**src/sv/rme_pkg.sv**
```systemverilog
// Shared types and constants of the modular exponentiation block.
`default_nettype none
package rme_pkg;

   // Register indexes of the configuration port.
   localparam logic CSR_MODULUS  = 1'b0;
   localparam logic CSR_EXPONENT = 1'b1;

   // Reset values of the configuration registers.
   localparam int unsigned RESET_MODULUS  = 7196911;
   localparam int unsigned RESET_EXPONENT = 999983;

   // Operand selection of the shared modular multiplier.
   localparam logic [1:0] SEL_REDUCE = 2'd0;  // 1 * base, reduces the base
   localparam logic [1:0] SEL_MULR   = 2'd1;  // base * result into result
   localparam logic [1:0] SEL_SQR    = 2'd2;  // base * base into base

   typedef struct packed {
      logic       load;
      logic       mul_go;
      logic [1:0] mul_sel;
      logic       exp_shift;
      logic       respond;
   } cmd_type;

   typedef struct packed {
      logic mul_done;
      logic exp_bit;
   } status_type;

endpackage
`default_nettype wire

```
**src/sv/rme_ctrl.sv**
```systemverilog
// Sequencer of the modular exponentiation: walks the exponent bits and issues multiplies.
`default_nettype none
module rme_ctrl
   import rme_pkg::*;
#(
   parameter int MOD_BITS = 24
) (
   input  wire logic       clock,
   input  wire logic       reset,
   input  wire logic       start,
   output logic            busy,
   input  wire status_type status,
   output cmd_type         cmd
);

   localparam int CNT_BITS = $clog2(MOD_BITS);

   localparam logic [2:0] ST_IDLE      = 3'd0;
   localparam logic [2:0] ST_RED_GO    = 3'd1;
   localparam logic [2:0] ST_RED_WAIT  = 3'd2;
   localparam logic [2:0] ST_BIT       = 3'd3;
   localparam logic [2:0] ST_MULR_WAIT = 3'd4;
   localparam logic [2:0] ST_SQR_WAIT  = 3'd5;
   localparam logic [2:0] ST_DONE      = 3'd6;

   logic [2:0]          state_ff;
   logic [2:0]          state_in;
   logic [CNT_BITS-1:0] bit_cnt_ff;
   logic [CNT_BITS-1:0] bit_cnt_in;

   always_comb begin
      state_in      = state_ff;
      bit_cnt_in    = bit_cnt_ff;
      cmd           = '0;
      cmd.mul_sel   = SEL_REDUCE;
      unique case (state_ff)
         ST_IDLE: begin
            if (start) begin
               cmd.load = 1'b1;
               state_in = ST_RED_GO;
            end
         end
         ST_RED_GO: begin
            cmd.mul_go  = 1'b1;
            cmd.mul_sel = SEL_REDUCE;
            state_in    = ST_RED_WAIT;
         end
         ST_RED_WAIT: begin
            if (status.mul_done) begin
               bit_cnt_in = '0;
               state_in   = ST_BIT;
            end
         end
         ST_BIT: begin
            cmd.mul_go = 1'b1;
            if (status.exp_bit) begin
               cmd.mul_sel = SEL_MULR;
               state_in    = ST_MULR_WAIT;
            end else begin
               cmd.mul_sel = SEL_SQR;
               state_in    = ST_SQR_WAIT;
            end
         end
         ST_MULR_WAIT: begin
            if (status.mul_done) begin
               cmd.mul_go  = 1'b1;
               cmd.mul_sel = SEL_SQR;
               state_in    = ST_SQR_WAIT;
            end
         end
         ST_SQR_WAIT: begin
            if (status.mul_done) begin
               cmd.exp_shift = 1'b1;
               if (bit_cnt_ff == CNT_BITS'(MOD_BITS - 1)) begin
                  state_in = ST_DONE;
               end else begin
                  bit_cnt_in = bit_cnt_ff + 1'b1;
                  state_in   = ST_BIT;
               end
            end
         end
         ST_DONE: begin
            cmd.respond = 1'b1;
            state_in    = ST_IDLE;
         end
         default: begin
            state_in = ST_IDLE;
         end
      endcase
   end

   always_ff @(posedge clock) begin
      if (reset) begin
         state_ff   <= ST_IDLE;
         bit_cnt_ff <= '0;
      end else begin
         state_ff   <= state_in;
         bit_cnt_ff <= bit_cnt_in;
      end
   end

   assign busy = (state_ff != ST_IDLE);

`ifndef ASSERT_OFF
   a_respond_then_idle: assert property (@(posedge clock) disable iff (reset)
      cmd.respond |=> (state_ff == ST_IDLE))
      else $error("sequencer did not return to idle after a result");

   a_done_only_when_waiting: assert property (@(posedge clock) disable iff (reset)
      status.mul_done |-> (state_ff == ST_RED_WAIT || state_ff == ST_MULR_WAIT ||
                           state_ff == ST_SQR_WAIT))
      else $error("multiplier finished with no multiply outstanding");

   a_busy_needs_start: assert property (@(posedge clock) disable iff (reset)
      (busy && !$past(busy)) |-> $past(start))
      else $error("sequencer left idle without a start");
`endif

endmodule
`default_nettype wire

```
**src/sv/rme_dpath.sv**
```systemverilog
// Datapath: operand registers and the interleaved shift-add modular multiplier.
`default_nettype none
module rme_dpath
   import rme_pkg::*;
#(
   parameter int MOD_BITS = 24
) (
   input  wire logic                clock,
   input  wire logic                reset,
   input  wire cmd_type             cmd,
   output status_type               status,
   input  wire logic [MOD_BITS-1:0] base_value,
   input  wire logic                end_of_message,
   input  wire logic [MOD_BITS-1:0] modulus,
   input  wire logic [MOD_BITS-1:0] exponent,
   output logic      [MOD_BITS-1:0] power_result,
   output logic                     end_of_message_out
);

   localparam int W         = MOD_BITS + 2;
   localparam int STEP_BITS = $clog2(MOD_BITS + 1);

   logic [MOD_BITS-1:0]  base_ff;
   logic [MOD_BITS-1:0]  result_ff;
   logic [MOD_BITS-1:0]  exp_ff;
   logic [MOD_BITS-1:0]  m_ff;
   logic                 flag_ff;
   logic [MOD_BITS-1:0]  a_ff;
   logic [MOD_BITS-1:0]  b_ff;
   logic [MOD_BITS-1:0]  acc_ff;
   logic [1:0]           sel_ff;
   logic [STEP_BITS-1:0] step_ff;
   logic                 done_ff;

   logic [W-1:0]         t;
   logic [W-1:0]         m1;
   logic [W-1:0]         m2;
   logic [W-1:0]         t_m1;
   logic [W-1:0]         t_m2;
   logic [MOD_BITS-1:0]  acc_in;
   logic                 running;
   logic                 finish;

   // One bit of the multiplier per cycle, MSB first: acc = 2*acc + bit*a, then
   // reduce. The sum stays below 3m, so the three candidates cover every case.
   always_comb begin
      t    = {1'b0, acc_ff, 1'b0} + (b_ff[MOD_BITS-1] ? {2'b00, a_ff} : '0);
      m1   = {2'b00, m_ff};
      m2   = {1'b0, m_ff, 1'b0};
      t_m1 = t - m1;
      t_m2 = t - m2;
      priority if (t >= m2) begin
         acc_in = t_m2[MOD_BITS-1:0];
      end else if (t >= m1) begin
         acc_in = t_m1[MOD_BITS-1:0];
      end else begin
         acc_in = t[MOD_BITS-1:0];
      end
   end

   assign running = (step_ff != '0);
   assign finish  = (step_ff == STEP_BITS'(1));

   always_ff @(posedge clock) begin
      if (reset) begin
         step_ff <= '0;
         done_ff <= 1'b0;
      end else begin
         done_ff <= finish;
         if (cmd.mul_go) begin
            step_ff <= STEP_BITS'(MOD_BITS);
         end else if (running) begin
            step_ff <= step_ff - 1'b1;
         end
      end
   end

   always_ff @(posedge clock) begin
      if (cmd.load) begin
         base_ff   <= base_value;
         result_ff <= MOD_BITS'(1);
         exp_ff    <= exponent;
         m_ff      <= modulus;
         flag_ff   <= end_of_message;
      end
      if (cmd.exp_shift) begin
         exp_ff <= exp_ff >> 1;
      end
      if (cmd.mul_go) begin
         acc_ff <= '0;
         sel_ff <= cmd.mul_sel;
         unique case (cmd.mul_sel)
            SEL_REDUCE: begin
               a_ff <= MOD_BITS'(1);
               b_ff <= base_ff;
            end
            SEL_MULR: begin
               a_ff <= base_ff;
               b_ff <= result_ff;
            end
            default: begin
               a_ff <= base_ff;
               b_ff <= base_ff;
            end
         endcase
      end else if (running) begin
         acc_ff <= acc_in;
         b_ff   <= b_ff << 1;
         if (finish) begin
            if (sel_ff == SEL_MULR) begin
               result_ff <= acc_in;
            end else begin
               base_ff <= acc_in;
            end
         end
      end
   end

   assign status.mul_done = done_ff;
   assign status.exp_bit  = exp_ff[0];

   // A modulus of zero or one has only the residue zero.
   assign power_result       = (m_ff < MOD_BITS'(2)) ? '0 : result_ff;
   assign end_of_message_out = flag_ff;

endmodule
`default_nettype wire

```
**src/sv/rsa_modular_exponentiation_top.sv**
```systemverilog
// Top level of the modular exponentiation block: registers, sequencer, datapath, result port.
`default_nettype none
// Computes base^exponent mod modulus for each accepted beat by right-to-left
// square-and-multiply; the end-of-message flag travels with the value. A beat
// is taken when start is high and busy is low, and one result appears for one
// cycle on rsp_valid; the receiver cannot stall it, so it must sample then.
// Every modular product is done by one shared shift-add multiplier, which raises a
// done flag when it finishes. After the accepting edge busy stays high through the
// base reduction, then for each of the MOD_BITS exponent bits a multiply into the
// result (bit set only) and a squaring of the base, then a closing state.
// The result is on the rsp_ ports in the first cycle with busy low again.
// Write csr_ registers only while busy is low.
module rsa_modular_exponentiation_top
   import rme_pkg::*;
#(
   parameter int MOD_BITS = 24
) (
   input  wire logic                clock,
   input  wire logic                reset,
   input  wire logic                start,
   output logic                     busy,
   input  wire logic [MOD_BITS-1:0] req_base_value,
   input  wire logic                req_end_of_message,
   output logic                     rsp_valid,
   output logic      [MOD_BITS-1:0] rsp_power_result,
   output logic                     rsp_end_of_message_out,
   input  wire logic                csr_write_enable,
   input  wire logic                csr_index,
   input  wire logic [MOD_BITS-1:0] csr_write_data
);

   logic [MOD_BITS-1:0] modulus_ff;
   logic [MOD_BITS-1:0] exponent_ff;
   logic                rsp_valid_ff;
   logic [MOD_BITS-1:0] rsp_power_result_ff;
   logic                rsp_eom_ff;

   cmd_type             cmd;
   status_type          status;
   logic [MOD_BITS-1:0] dp_result;
   logic                dp_eom;

   always_ff @(posedge clock) begin
      if (reset) begin
         modulus_ff  <= MOD_BITS'(RESET_MODULUS);
         exponent_ff <= MOD_BITS'(RESET_EXPONENT);
      end else if (csr_write_enable) begin
         unique case (csr_index)
            CSR_MODULUS:  modulus_ff  <= csr_write_data;
            CSR_EXPONENT: exponent_ff <= csr_write_data;
            default:      modulus_ff  <= modulus_ff;
         endcase
      end
   end

   rme_ctrl #(
      .MOD_BITS(MOD_BITS)
   ) u_ctrl (
      .clock  (clock),
      .reset  (reset),
      .start  (start),
      .busy   (busy),
      .status (status),
      .cmd    (cmd)
   );

   rme_dpath #(
      .MOD_BITS(MOD_BITS)
   ) u_dpath (
      .clock              (clock),
      .reset              (reset),
      .cmd                (cmd),
      .status             (status),
      .base_value         (req_base_value),
      .end_of_message     (req_end_of_message),
      .modulus            (modulus_ff),
      .exponent           (exponent_ff),
      .power_result       (dp_result),
      .end_of_message_out (dp_eom)
   );

   always_ff @(posedge clock) begin
      if (reset) begin
         rsp_valid_ff <= 1'b0;
      end else begin
         rsp_valid_ff <= cmd.respond;
      end
      if (cmd.respond) begin
         rsp_power_result_ff <= dp_result;
         rsp_eom_ff          <= dp_eom;
      end
   end

   assign rsp_valid              = rsp_valid_ff;
   assign rsp_power_result       = rsp_power_result_ff;
   assign rsp_end_of_message_out = rsp_eom_ff;

endmodule
`default_nettype wire

```
**config.mk**
```make
export PLATFORM = sky130hd
export DESIGN_NAME = rsa_modular_exponentiation_top
export DESIGN_NICKNAME = d
export VERILOG_FILES = /design/src/sv/rme_pkg.sv /design/src/sv/rme_ctrl.sv /design/src/sv/rme_dpath.sv /design/src/sv/rsa_modular_exponentiation_top.sv
export SDC_FILE = /design/constraint.sdc
export NUM_CORES = 1
export LEC_CHECK = 0
export BUFFER_PORTS_ARGS = -buffer_cell sky130_fd_sc_hd__buf_2
export CORE_ASPECT_RATIO = 0.7
export CORE_MARGIN = 1.5
export CORE_UTILIZATION = 40
export DETAILED_ROUTE_END_ITERATION = 7
export PLACE_DENSITY_LB_ADDON = 0.15
export REMOVE_ABC_BUFFERS = 1
export SLEW_MARGIN = 0
export SYNTH_ARGS = -nofsm -noshare
export SYNTH_HDL_FRONTEND = slang
export SYNTH_SLANG_ARGS = --single-unit
```
**constraint.sdc**
```tcl
create_clock -name clock -period 6.3 [get_ports clock]
set_input_delay 1.26 -clock clock [delete_from_list [all_inputs] [get_ports clock]]
set_output_delay 1.26 -clock clock [all_outputs]
set_load 0.05 [all_outputs]
```
Word level (Yosys, flattened, before mapping) --
Index checks and enable logic that the tools add are counted. Widths: inputs -> output; s select.
Word-level totals: logic and storage cells 95, output and inout bits 27, register bits after elaboration 259
Operators by class: bitwise gates (word level) 1, add/subtract/negate cells 5, multiplexer cells 39, equality and inequality tests 15, reduce and logical (&&, ||, !) cells 12, magnitude comparators 3
Operators by type and width (number):
- $mux 24 | 16
- $sub 24x24->24 | 2
- $mux 23 | 2
- $add 25x24->26 | 1
- $ge 26x24->1 | 1
- $ge 26x25->1 | 1
- $mux 5 | 5
- $lt 24x2->1 const B | 1
- $mux 3 | 6
- $pmux 3 s6 | 1
- $pmux 5 s2 | 1
- $eq 3x3->1 const B | 3
- $pmux 3 s3 | 1
- $reduce_and 4->1 | 2
- $eq 3x2->1 const B | 2
- $mux 1 | 6
- $ne 2x1->1 const B | 3
- $reduce_bool 2->1 | 3
- $add 5x1->5 const B | 1
- $eq 5x1->1 const B | 1
- $eq 5x5->1 const B | 1
- $reduce_bool 5->1 | 1
- $sub 5x1->5 const B | 1
- $eq 2x1->1 const B | 2
- other kinds (9) | 11

Depth between registers and ports, before layout --
Gate-level depths: netlist of run 1.
depth in word-level cells 9, mapped depth 22, mapped depth without buffers 19

Cells and area by module --
Synthesis of run 1 repeated with hierarchy kept, for this count alone.
Unflattened totals: cell total of the unflattened synthesis 1554, area total of the unflattened synthesis 15260.9 µm²
Modules (own cells, without submodules):
- rme_dpath | times used 1, seq. area each 4524.3 µm², area each 11996.5 µm², cells an instance 1270
- rsa_modular_exponentiation_top | times used 1, seq. area each 1731.7 µm², area each 2723.9 µm², cells an instance 222
- rme_ctrl | times used 1, seq. area each 160.2 µm², area each 540.5 µm², cells an instance 62

Least setup slack after synthesis of run 1 --
Ideal clock, no wire load.
path kind reg2reg, start point register u_dpath.b_ff[23], end point register u_dpath.base_ff[12], required time 6172 ps, setup slack 1462 ps, clock period less this slack 4838 ps, data arrival time 4710 ps, stages on the path, launching flop included 21, setup time 128 ps, cells stage by stage edfxtp_1 > and2_1 > ha_1 > fa_1 > a211oi_1 > o21ai_1 > o2111ai_2 > a21boi_1 > or4_1 > o311ai_1 > ha_1 > a21oi_1 > o21ai_0 > nor2b_1 > o41ai_1 > a31o_2 > o211ai_4 > buf_6 > mux2_1 > mux2i_1 > a21oi_1
Between the ends: cells in the longest elaborated chain, start to end 9, elaborated cells between the ends (all ways) 12
Ends and longest elaborated chain:
- start: declaration | RTL line rme_dpath.sv:29 | logic [MOD_BITS-1:0] b_ff;
- start signal: assignment | RTL line rme_dpath.sv:95 | b_ff <= base_ff;
- start signal: assignment | RTL line rme_dpath.sv:99 | b_ff <= result_ff;
- start signal: assignment | RTL line rme_dpath.sv:103 | b_ff <= base_ff;
- $mux 24 (*) | RTL line rme_dpath.sv:47 | t = {1'b0, acc_ff, 1'b0} + (b_ff[MOD_BITS-1] ? {2'b00, a_ff} : '0);
- $add 25x24->26 (*) | RTL line rme_dpath.sv:47
- $sub 24x24->24 / $ge 26x24->1 (equally long branches) | RTL line rme_dpath.sv:50, rme_dpath.sv:54
- $mux 24 | RTL line rme_dpath.sv:54 | end else if (t >= m1) begin
- $mux 24 (*) | RTL line rme_dpath.sv:52 | priority if (t >= m2) begin
- $mux 24 (*) | RTL line rme_dpath.sv:110 | if (sel_ff == SEL_MULR) begin
- $mux 24 (*) | RTL line rme_dpath.sv:109 | if (finish) begin
- $mux 24 (*) | RTL line rme_dpath.sv:106 | end else if (running) begin
- $mux 24 (*) | RTL line rme_dpath.sv:89 | if (cmd.mul_go) begin
- end signal: assignment | RTL line rme_dpath.sv:80 | base_ff <= base_value;
- end signal: assignment | RTL line rme_dpath.sv:113 | base_ff <= acc_in;
- end: declaration | RTL line rme_dpath.sv:23 | logic [MOD_BITS-1:0] base_ff;
Mark *: on every way between the ends. The rest lies on a longest branch, timed or not. A chain may end at the register's enable or synchronous reset.

Worst setup path after layout of run 1 --
start point register u_dpath.b_ff[23], end point register u_dpath.result_ff[2]
Between the ends: cells in the longest elaborated chain, start to end 9, elaborated cells between the ends (all ways) 12
Ends and longest elaborated chain:
- $mux 24 (*) | RTL line rme_dpath.sv:47
- $add 25x24->26 (*) | RTL line rme_dpath.sv:47
- $sub 24x24->24 / $ge 26x24->1 (equally long branches) | RTL line rme_dpath.sv:50, rme_dpath.sv:54
- $mux 24 | RTL line rme_dpath.sv:54
- $mux 24 (*) | RTL line rme_dpath.sv:52
- $mux 24 (*) | RTL line rme_dpath.sv:110
- $mux 24 (*) | RTL line rme_dpath.sv:109
- $mux 24 (*) | RTL line rme_dpath.sv:106
- $mux 24 (*) | RTL line rme_dpath.sv:89
- end signal: assignment | RTL line rme_dpath.sv:111 | result_ff <= acc_in;
- end: declaration | RTL line rme_dpath.sv:24 | logic [MOD_BITS-1:0] result_ff;
Marked as above.

==> results of run 1 <==
## state kept, by name, indices dropped and copies added (netlist names), 24 cells and up
register and flops:
rsp_power_result 24, u_dpath.b_ff 24, u_dpath.m_ff 24, u_dpath.a_ff 24, u_dpath.base_ff 24, u_dpath.acc_ff 24, modulus_ff 24, u_dpath.exp_ff 24
u_dpath.result_ff 24, exponent_ff 24
## what timing repair did
| action | 4_1_cts | 5_1_grt |
|---|---|---|
| setup endpoints to repair | 0 | 66 |
| buffers inserted | 0 | 2 |
| gates resized for setup | 0 | 1 |
## worst max path at each step
stage	to	slack [ns]
final	u_dpath.result_ff[2]	0.56
after global routing	u_dpath.result_ff[11]	-0.009
after global placement	u_dpath.base_ff[13]	0.43
after detailed placement	u_dpath.acc_ff[2]	0.40
after floorplan	u_dpath.acc_ff[11]	1.06
after CTS	u_dpath.result_ff[2]	0.37
## metal layers
layer  global-route usage [%]  part of all wire, %  routed length, um  up-vias
met5                        0                    0                  0        -
met2                     33.4                   42              17400      296
li1                         -                    -                  -     5795
met3                     3.67                  5.7               2320       63
met4                     5.14                  2.0                833        0
met1                     32.3                   50              20500     5745
## cells in the final DEF (no fill, tap or decap), types with 29 or more instances in the layout
master,n
inv_1,46
nand3_1,38
o21ai_0,55
nand2_1,273
nor2_1,96
a31oi_1,33
edfxtp_1,123
clkbuf_16,31
xnor2_1,35
a21oi_1,125
and3_1,32
mux2_2,33
ha_1,74
buf_2,80
nor2b_1,40
dfxtp_1,136
and2_1,52
nand3b_1,29
## stage by stage
stage	setup slack [ns]	instance area [um2]	hold WS [ns]
floorplan	1.06	14100	0.400
global placement	0.427	15300	0.401
detailed placement	0.404	15300	0.416
CTS	0.371	16200	0.424
global route	-0.00855	16300	0.441
finish	0.560	16300	0.422
## cells by family (layout without fill, tap and decap cells)
group,Yosys count,in the layout,synth area share [%]
multiplexers,48,48,3.67
AND/OR/NAND/NOR,643,643,21.5
XOR/XNOR,54,54,3.29
adder cells (fa/ha/maj),77,77,6.85
AO/OA/AOI/OAI,375,375,16.8
other,0,1,0
flip-flops,259,259,44.6
buffers and inverters,121,202,3.26
## worst max-delay path: cells and delay by family, from the launching register on
family                   cells  cell delay, ns
AO/OA/AOI/OAI                8            2.28
AND/OR/NAND/NOR              6            1.16
adder cells (fa/ha/maj)      3            1.05
buffers and inverters        2            0.43
flip-flops                   1            0.40
XOR/XNOR                     1            0.35
## final cells by class
class	count	area [um2]	share of cell area [%]
Multi-Input combinational cell	1197	7520	46.3
Sequential cell	259	6420	39.5
Clock buffer	41	863	5.31
Tap cell	472	591	3.63
Timing Repair Buffer	101	589	3.63
Inverter	49	184	1.13
Clock inverter	11	90.1	0.554
Antenna cell	1	2.50	0.0154
==> flow_summary.ini, run 1 <==
[timing]
finalHoldViolCount = 0
finalSetupViolCount = 0
fin_tns_setup_ns = 0
fin_crit_ns = 5.74
max-slew-margin-rel_pct = 24.7
max_freq_ghz = 0.174
skew_ns = 0.0157
fin_crit_sh_pct = 91.1
slew_violations = 0
worstMarginPinSlew_ns = 1.13

[yosys]
synth_common_cells = nand2_1 (274), dfxtp_1 (136), a21oi_1 (125)
ys_seq_elements = 259
syn_area_per_cell_um2 = 9.12
yosys.cell_types.count = 76
yosysTopAreaCellShare_pct = 25.7
synth_cells = 1577
yosysSeqAreaShare_pct = 44.6
yosysMostFrequentCell = nand2_1
synth_top_area_cell = edfxtp_1
synth-edff-count = 123
ys_warn_count = 0
synthArstFlopShare_pct = 0
yosys_most_used_dff = dfxtp_1
synth_area_leaders = edfxtp_1 (26%), dfxtp_1 (19%), nand2_1 (7.1%)
syn-cell-area_um2 = 14400

[clock_tree]
cts-htree-levels = 1
clk_latency_ns = 0.57
cts_tree = yes
cts_made_buffers = 28
hold_buffers = 0
clockBufferDepth = 3
cts_num_sinks = 259
ctsRootBufferMaster = clkbuf_16
path_clk_slew_ns = 0.07

[run_status]
outcome = finished clean

[critical_path]
cp_slowest_cell = o311ai_1
reg2reg_to = u_dpath.result_ff[2]
timing.rr.start = u_dpath.b_ff[23]
startpoint = u_dpath.b_ff[23]
crit_type = reg2reg
end_kind = flip-flop
crit_chain = buf_4 -> and2_1 -> ha_1 -> fa_1 -> a211oi_1 -> o21ai_1 -> o2111ai_4 -> a21oi_1 -> nand2b_1 -> xor2_1 -> ha_1 -> and4_1 -> nand4_1 -> o31a_1 -> nand3_1 -> o21ai_1 -> nand3b_1 -> buf_12 -> o311ai_1 -> a21o_1
worst_ep_required_time_ns = 6.81
cp-start-kind = flip-flop
path_max_fanout = 39
reg2regPathDepth = 20
ff2ff_setup_slack_ns = 0.56
max_stage_delay_ns = 0.65
worstPathArrival_ns = 6.25

[global_route]
grt_pass1_wl_mm = 64.1
grt_pass1_vias = 11347
grt_overflow = 0
antenna_found_initial = 0
grt_max_degree = 69
grtUsageTotal_pct = 21.9

[floorplan]
io_pins = 81
start_util_pct = 41.0
fp.coreArea_um2 = 35100
die_area_um2 = 37100
die_w_um = 230
die_y_um = 162
rows = 57

[final_layout]
final_core_util_pct = 46.3
nets = 1767
post_route_cells_drive_above_1_share_pct = 12.8
fillers = 3396
syn_to_final_growth_pct = 13.0
fin_cells = 2131

[drt]
vias = 11899
vias_per_cell = 5.58
first_pass_iters = 5
first_iter_violations = 876
totalWireLength_mm = 41.0
drc = 0
drtAntennaViolNets = 0
wl_per_cell_um = 19.2

[hold_path]
hold_path_class = reg2reg
hold_end = u_dpath.m_ff[20]
min_path_cells = 0
hold_start = modulus_ff[20]

[placed_design]
portBuffers = 80
dp.cells = 2076
place.gp.congestion = 0.930
post-dp-hpwl_mm = 29.5

[flow_run]
maxCapViolCount = 0
Power of run 1 is not shown: default switching activity piles up to over one toggle a cycle in this logic, so the estimate is an artifact.
==> inputs of run 2 (changes only) <==
--- a/config.mk
+++ b/config.mk
@@ -9,6 +9,7 @@
 export CORE_ASPECT_RATIO = 0.7
 export CORE_MARGIN = 1.5
 export CORE_UTILIZATION = 40
+export CTS_BUF_LIST = sky130_fd_sc_hd__clkbuf_8
 export DETAILED_ROUTE_END_ITERATION = 7
 export PLACE_DENSITY_LB_ADDON = 0.15
 export REMOVE_ABC_BUFFERS = 1
==> flow_summary.ini, run 2 (synthesized netlist as in run 1, its figures left out) <==
[critical_path]
timing.rr.start = u_dpath.b_ff[23]
end_kind = flip-flop
worstPathArrival_ns = 6.29
reg2reg_to = u_dpath.result_ff[13]
cp-start-kind = flip-flop
path_max_fanout = 28
worst_ep_required_time_ns = 6.79
reg2regPathDepth = 21
crit_type = reg2reg
ff2ff_setup_slack_ns = 0.50

[hold_path]
hold_path_class = reg2reg
min_path_cells = 0
hold_end = u_dpath.m_ff[13]
hold_start = modulus_ff[13]

[final_layout]
final_cell_mix = nand2_1 (273), dfxtp_1 (136), a21oi_1 (125)
final_common_cell = nand2_1
nets = 1782
syn_to_final_growth_pct = 12.3
fillers = 3442
design_area_um2 = 16200
post_route_cells_drive_above_1_share_pct = 13.4

[timing]
max_freq_ghz = 0.172
slew_violations = 0
finalSetupViolCount = 0
skew_ns = 0.0284
worstMarginPinSlew_ns = 1.12
finalHoldViolCount = 0
fin_crit_sh_pct = 92.0
fin_crit_ns = 5.80
max-slew-margin-rel_pct = 25.1

[global_route]
grt_max_degree = 69
grtUsageTotal_pct = 22.0
antenna_found_initial = 1
grt_pass1_wl_mm = 64.3
grt_overflow = 0
grt_pass1_vias = 11526

[floorplan]
start_util_pct = 41.0
die_area_um2 = 37100
die_w_um = 230
io_pins = 81
fp.coreArea_um2 = 35100
rows = 57
die_y_um = 162

[drt]
drtAntennaViolNets = 0
vias = 11983
totalWireLength_mm = 41.1
first_iter_violations = 977
drc = 0
first_pass_iters = 5
vias_per_cell = 5.55
wl_per_cell_um = 19.0

[placed_design]
post-dp-hpwl_mm = 29.5
dpl-instance-area_um2 = 15300
portBuffers = 80
place.gp.congestion = 0.930

[clock_tree]
ctsRootBufferMaster = clkbuf_8
clk_latency_ns = 0.57
cts_made_buffers = 43
cts-htree-levels = 2
cts_num_sinks = 259
hold_buffers = 0
path_clk_slew_ns = 0.07
cts_tree = yes
clockBufferDepth = 3

[run_status]
outcome = finished clean

[flow_run]
maxCapViolCount = 0
## run 2: area by class of cell
| class | count | area [um2] | area share [%] |
|---|---|---|---|
| multi-input cells | 1197 | 7520 | 46.6 |
| flip-flops and latches | 259 | 6420 | 39.7 |
| clock buffers | 50 | 688 | 4.26 |
| well taps | 472 | 591 | 3.66 |
| repair buffers | 101 | 589 | 3.65 |
| inverters | 49 | 184 | 1.14 |
| clock inverters | 29 | 161 | 0.999 |
| diodes | 1 | 2.50 | 0.0155 |
## run 2: how the worst max path moves through the flow
stage                startpoint                     to  slack, ns  cells after the start
4_1_cts        u_dpath.b_ff[23]    u_dpath.base_ff[13]       0.38                     20
2_1_floorplan  u_dpath.b_ff[23]     u_dpath.acc_ff[11]       1.06                     19
6_report       u_dpath.b_ff[23]  u_dpath.result_ff[13]       0.50                     21
5_1_grt        u_dpath.b_ff[23]  u_dpath.result_ff[11]      -0.01                     21
3_5_place_dp   u_dpath.b_ff[23]      u_dpath.acc_ff[2]       0.40                     19
3_3_place_gp   u_dpath.b_ff[23]    u_dpath.base_ff[13]       0.43                     20
## run 2: critical path: stages (launching register included)
cell and delay, ns:
edfxtp_1 0.40, buf_4 0.21, and2_1 0.15, ha_1 0.22
fa_1 0.44, a211oi_1 0.27, o21ai_1 0.20, o2111ai_4 0.36
a21oi_1 0.20, nand2b_1 0.19, xor2_1 0.35, ha_1 0.33
and4_1 0.40, nand4_1 0.32, o31a_1 0.37, a31oi_1 0.16
o21ai_1 0.11, and3b_1 0.22, buf_12 0.17, a211oi_1 0.29
o21ba_1 0.23, o21ai_1 0.11
## run 2: routing by layer
metal  vias to the layer above  share of wire (%)  wire length (um)  track usage [%]
met5                         -                  0                 0                0
met4                         0                2.1               852             5.80
met3                        78                5.3              2190             3.70
met2                       285                 42             17400             33.4
met1                      5798                 50             20600             32.3
li1                       5822                  -                 -                -
## run 2: timing repair
action,in CTS,in global routing
setup endpoints to repair,0,68
buffers inserted,0,2
gates resized for setup,0,1
## run 2: stage by stage
stage	hold slack, ns	setup WS, ns	util [%]	setup TNS [ns]	std cells
CTS	0.428	0.379	45.9	0	2155
detailed placement	0.416	0.404	43.5	0	2076
floorplan	0.400	1.06	-	0	1505
global placement	0.401	0.427	43.5	0	2076
global route	0.441	-0.0117	46.0	-0.0117	2157
finish	0.420	0.501	46.0	0	2158
Power of run 2 is left out for the same reason.
==> inputs of run 3 (changes only) <==
--- a/config.mk
+++ b/config.mk
@@ -5,12 +5,13 @@
 export SDC_FILE = /design/constraint.sdc
 export NUM_CORES = 1
 export LEC_CHECK = 0
-export BUFFER_PORTS_ARGS = -buffer_cell sky130_fd_sc_hd__buf_2
+export ABC_AREA = 1
 export CORE_ASPECT_RATIO = 0.7
 export CORE_MARGIN = 1.5
 export CORE_UTILIZATION = 40
 export CTS_BUF_LIST = sky130_fd_sc_hd__clkbuf_8
 export DETAILED_ROUTE_END_ITERATION = 7
+export DONT_BUFFER_PORTS = 1
 export PLACE_DENSITY_LB_ADDON = 0.15
 export REMOVE_ABC_BUFFERS = 1
 export SLEW_MARGIN = 0
==> flow_summary.ini, run 3 <==
[run_status]
outcome = finished clean

[placed_design]
post-dp-hpwl_mm = 37.2
dpl-instance-area_um2 = 15900
portBuffers = 0
dp_slack_ns = 0.872
place.gp.congestion = 0.963

[drt]
wl_per_cell_um = 18.8
totalWireLength_mm = 49.1
vias = 13543
first_pass_iters = 6
first_iter_violations = 1166
drtAntennaViolNets = 0
drc = 0
vias_per_cell = 5.18

[flow_run]
maxCapViolCount = 0

[timing]
grt_setup_unrepaired = false
max_freq_ghz = 0.180
skew_ns = 0.0417
finalSetupViolCount = 0
fin_crit_sh_pct = 88.1
setup_ws_ns = 0.749
fin_tns_setup_ns = 0
worstMarginPinSlew_ns = 1.13
max-slew-margin-rel_pct = 24.8
fin_crit_ns = 5.55
slew_violations = 0
finalHoldViolCount = 0

[critical_path]
worstPathArrival_ns = 6.09
worst_ep_required_time_ns = 6.84
cp-start-kind = flip-flop
crit_type = reg2reg
end_kind = flip-flop
path_max_fanout = 31

[yosys]
yosysSeqAreaShare_pct = 41.6
yosys_most_used_dff = dfxtp_1
yosys.cell_types.count = 54
yosysMostFrequentCell = nand2_1
synth_area_leaders = edfxtp_1 (24%), dfxtp_1 (18%), nand2_1 (16%)
syn-cell-area_um2 = 15400
synthArstFlopShare_pct = 0
ys_seq_elements = 259
synth_common_cells = nand2_1 (641), inv_1 (246), nor2_1 (188)
synth_cells = 2095
synth_top_area_cell = edfxtp_1
syn_area_per_cell_um2 = 7.36
yosysTopAreaCellShare_pct = 23.9
synth-edff-count = 123
ys_warn_count = 0

[clock_tree]
cts-htree-levels = 2
ctsRootBufferMaster = clkbuf_8
cts_num_sinks = 259
cts_resized = 0
clk_latency_ns = 0.61
cts_made_buffers = 43
cts_setup_buffers = 0
clockBufferDepth = 3
path_clk_slew_ns = 0.06
cts_tree = yes
hold_buffers = 0

[final_layout]
final_core_util_pct = 44.5
multiInputGateArea_um2 = 7710
final_common_cell = nand2_1
syn_to_final_growth_pct = 8.32
seqCellArea_um2 = 6420
final_cell_mix = nand2_1 (641), inv_1 (258), nor2_1 (187)
nets = 2224
post_route_cells_drive_above_1_share_pct = 7.99
antennaDiodeCount = 0
design_area_um2 = 16700
fillers = 3915

[hold_path]
hold_path_class = reg2reg

[global_route]
grt_pass1_vias = 13090
antenna_found_initial = 0
grtUsageTotal_pct = 25.0
grt_max_degree = 73
grt_pass1_wl_mm = 76.6
grt_overflow = 0

[floorplan]
fp.coreArea_um2 = 37600
die_y_um = 167
die_w_um = 238
rows = 59
start_util_pct = 41.1
die_area_um2 = 39800
io_pins = 81
==> run 3: cell types whose count changed after synthesis, sizes merged, moves of 40 or more <==
cell / change
nor2b: -40
nor2: +105
nand3: +143
and2: -50
nand2: +393
inv: +212
o21ai: +62
==> run 3: layout make-up <==
type / count / share of cell area, %
multi-input combinational: 1509 / 46.1
inverter: 264 / 5.93
tap: 488 / 3.65
clock inverter: 29 / 0.973
timing repair buffer: 16 / 0.794
sequential: 259 / 38.4
clock buffer: 50 / 4.12
==> run 3: through the flow <==
stage                     cells  hold WS [ns]
after CTS                  2615         0.426
after global routing       2615         0.437
after detailed placement   2536         0.413
after floorplan            2032         0.400
after global placement     2536         0.401
final                      2615         0.426
==> run 3: kinds of logic after synthesis <==
logic type / Yosys count / share of synthesized area, %
xor gates and xnor gates: 51 / 2.90
and+or+nand+nor: 1118 / 31.4
AOI/OAI and AO/OA: 263 / 9.28
buffers and inverters: 327 / 8.45
adders and majority gates: 77 / 6.39
DFF: 259 / 41.6
==> run 3: worst max-delay path: stages, from the launching register on <==
cell and delay, ns:
edfxtp_1 0.94, nand2_1 0.10, inv_1 0.09, ha_1 0.22, fa_1 0.27, nand2_1 0.09, nand3_1 0.09, nand2_2 0.08
o21ai_0 0.62, a21oi_1 0.18, xnor2_1 0.41, ha_1 0.36, nand2_1 0.09, nand2_1 0.11, nand2_1 0.08, nand2_1 0.07
a21oi_1 0.29, nand4_1 0.13, nand2_1 0.09, nand2_2 0.07, a21oi_4 0.41, buf_12 0.25, nand3_1 0.10, nand2_1 0.17
nand2_1 0.08, nand2_1 0.09
==> run 3: path summary, 6_finish.rpt <==
path         slack, ns                end             start  cells past startpoint
max               0.75  u_dpath.acc_ff[8]  u_dpath.b_ff[23]                     25
min               0.43   u_dpath.m_ff[23]    modulus_ff[23]                      0
max reg2reg       0.75  u_dpath.acc_ff[8]  u_dpath.b_ff[23]                     25
min reg2reg       0.43   u_dpath.m_ff[23]    modulus_ff[23]                      0
==> run 3: layer usage <==
layer	GRT usage [%]	vias up	routed length, um
li1	-	6782	-
met1	38.6	6316	25400
met2	34.5	380	18900
met3	6.02	65	3770
met4	5.98	0	994
met5	0	-	0
Power of run 3 is left out for the same reason.
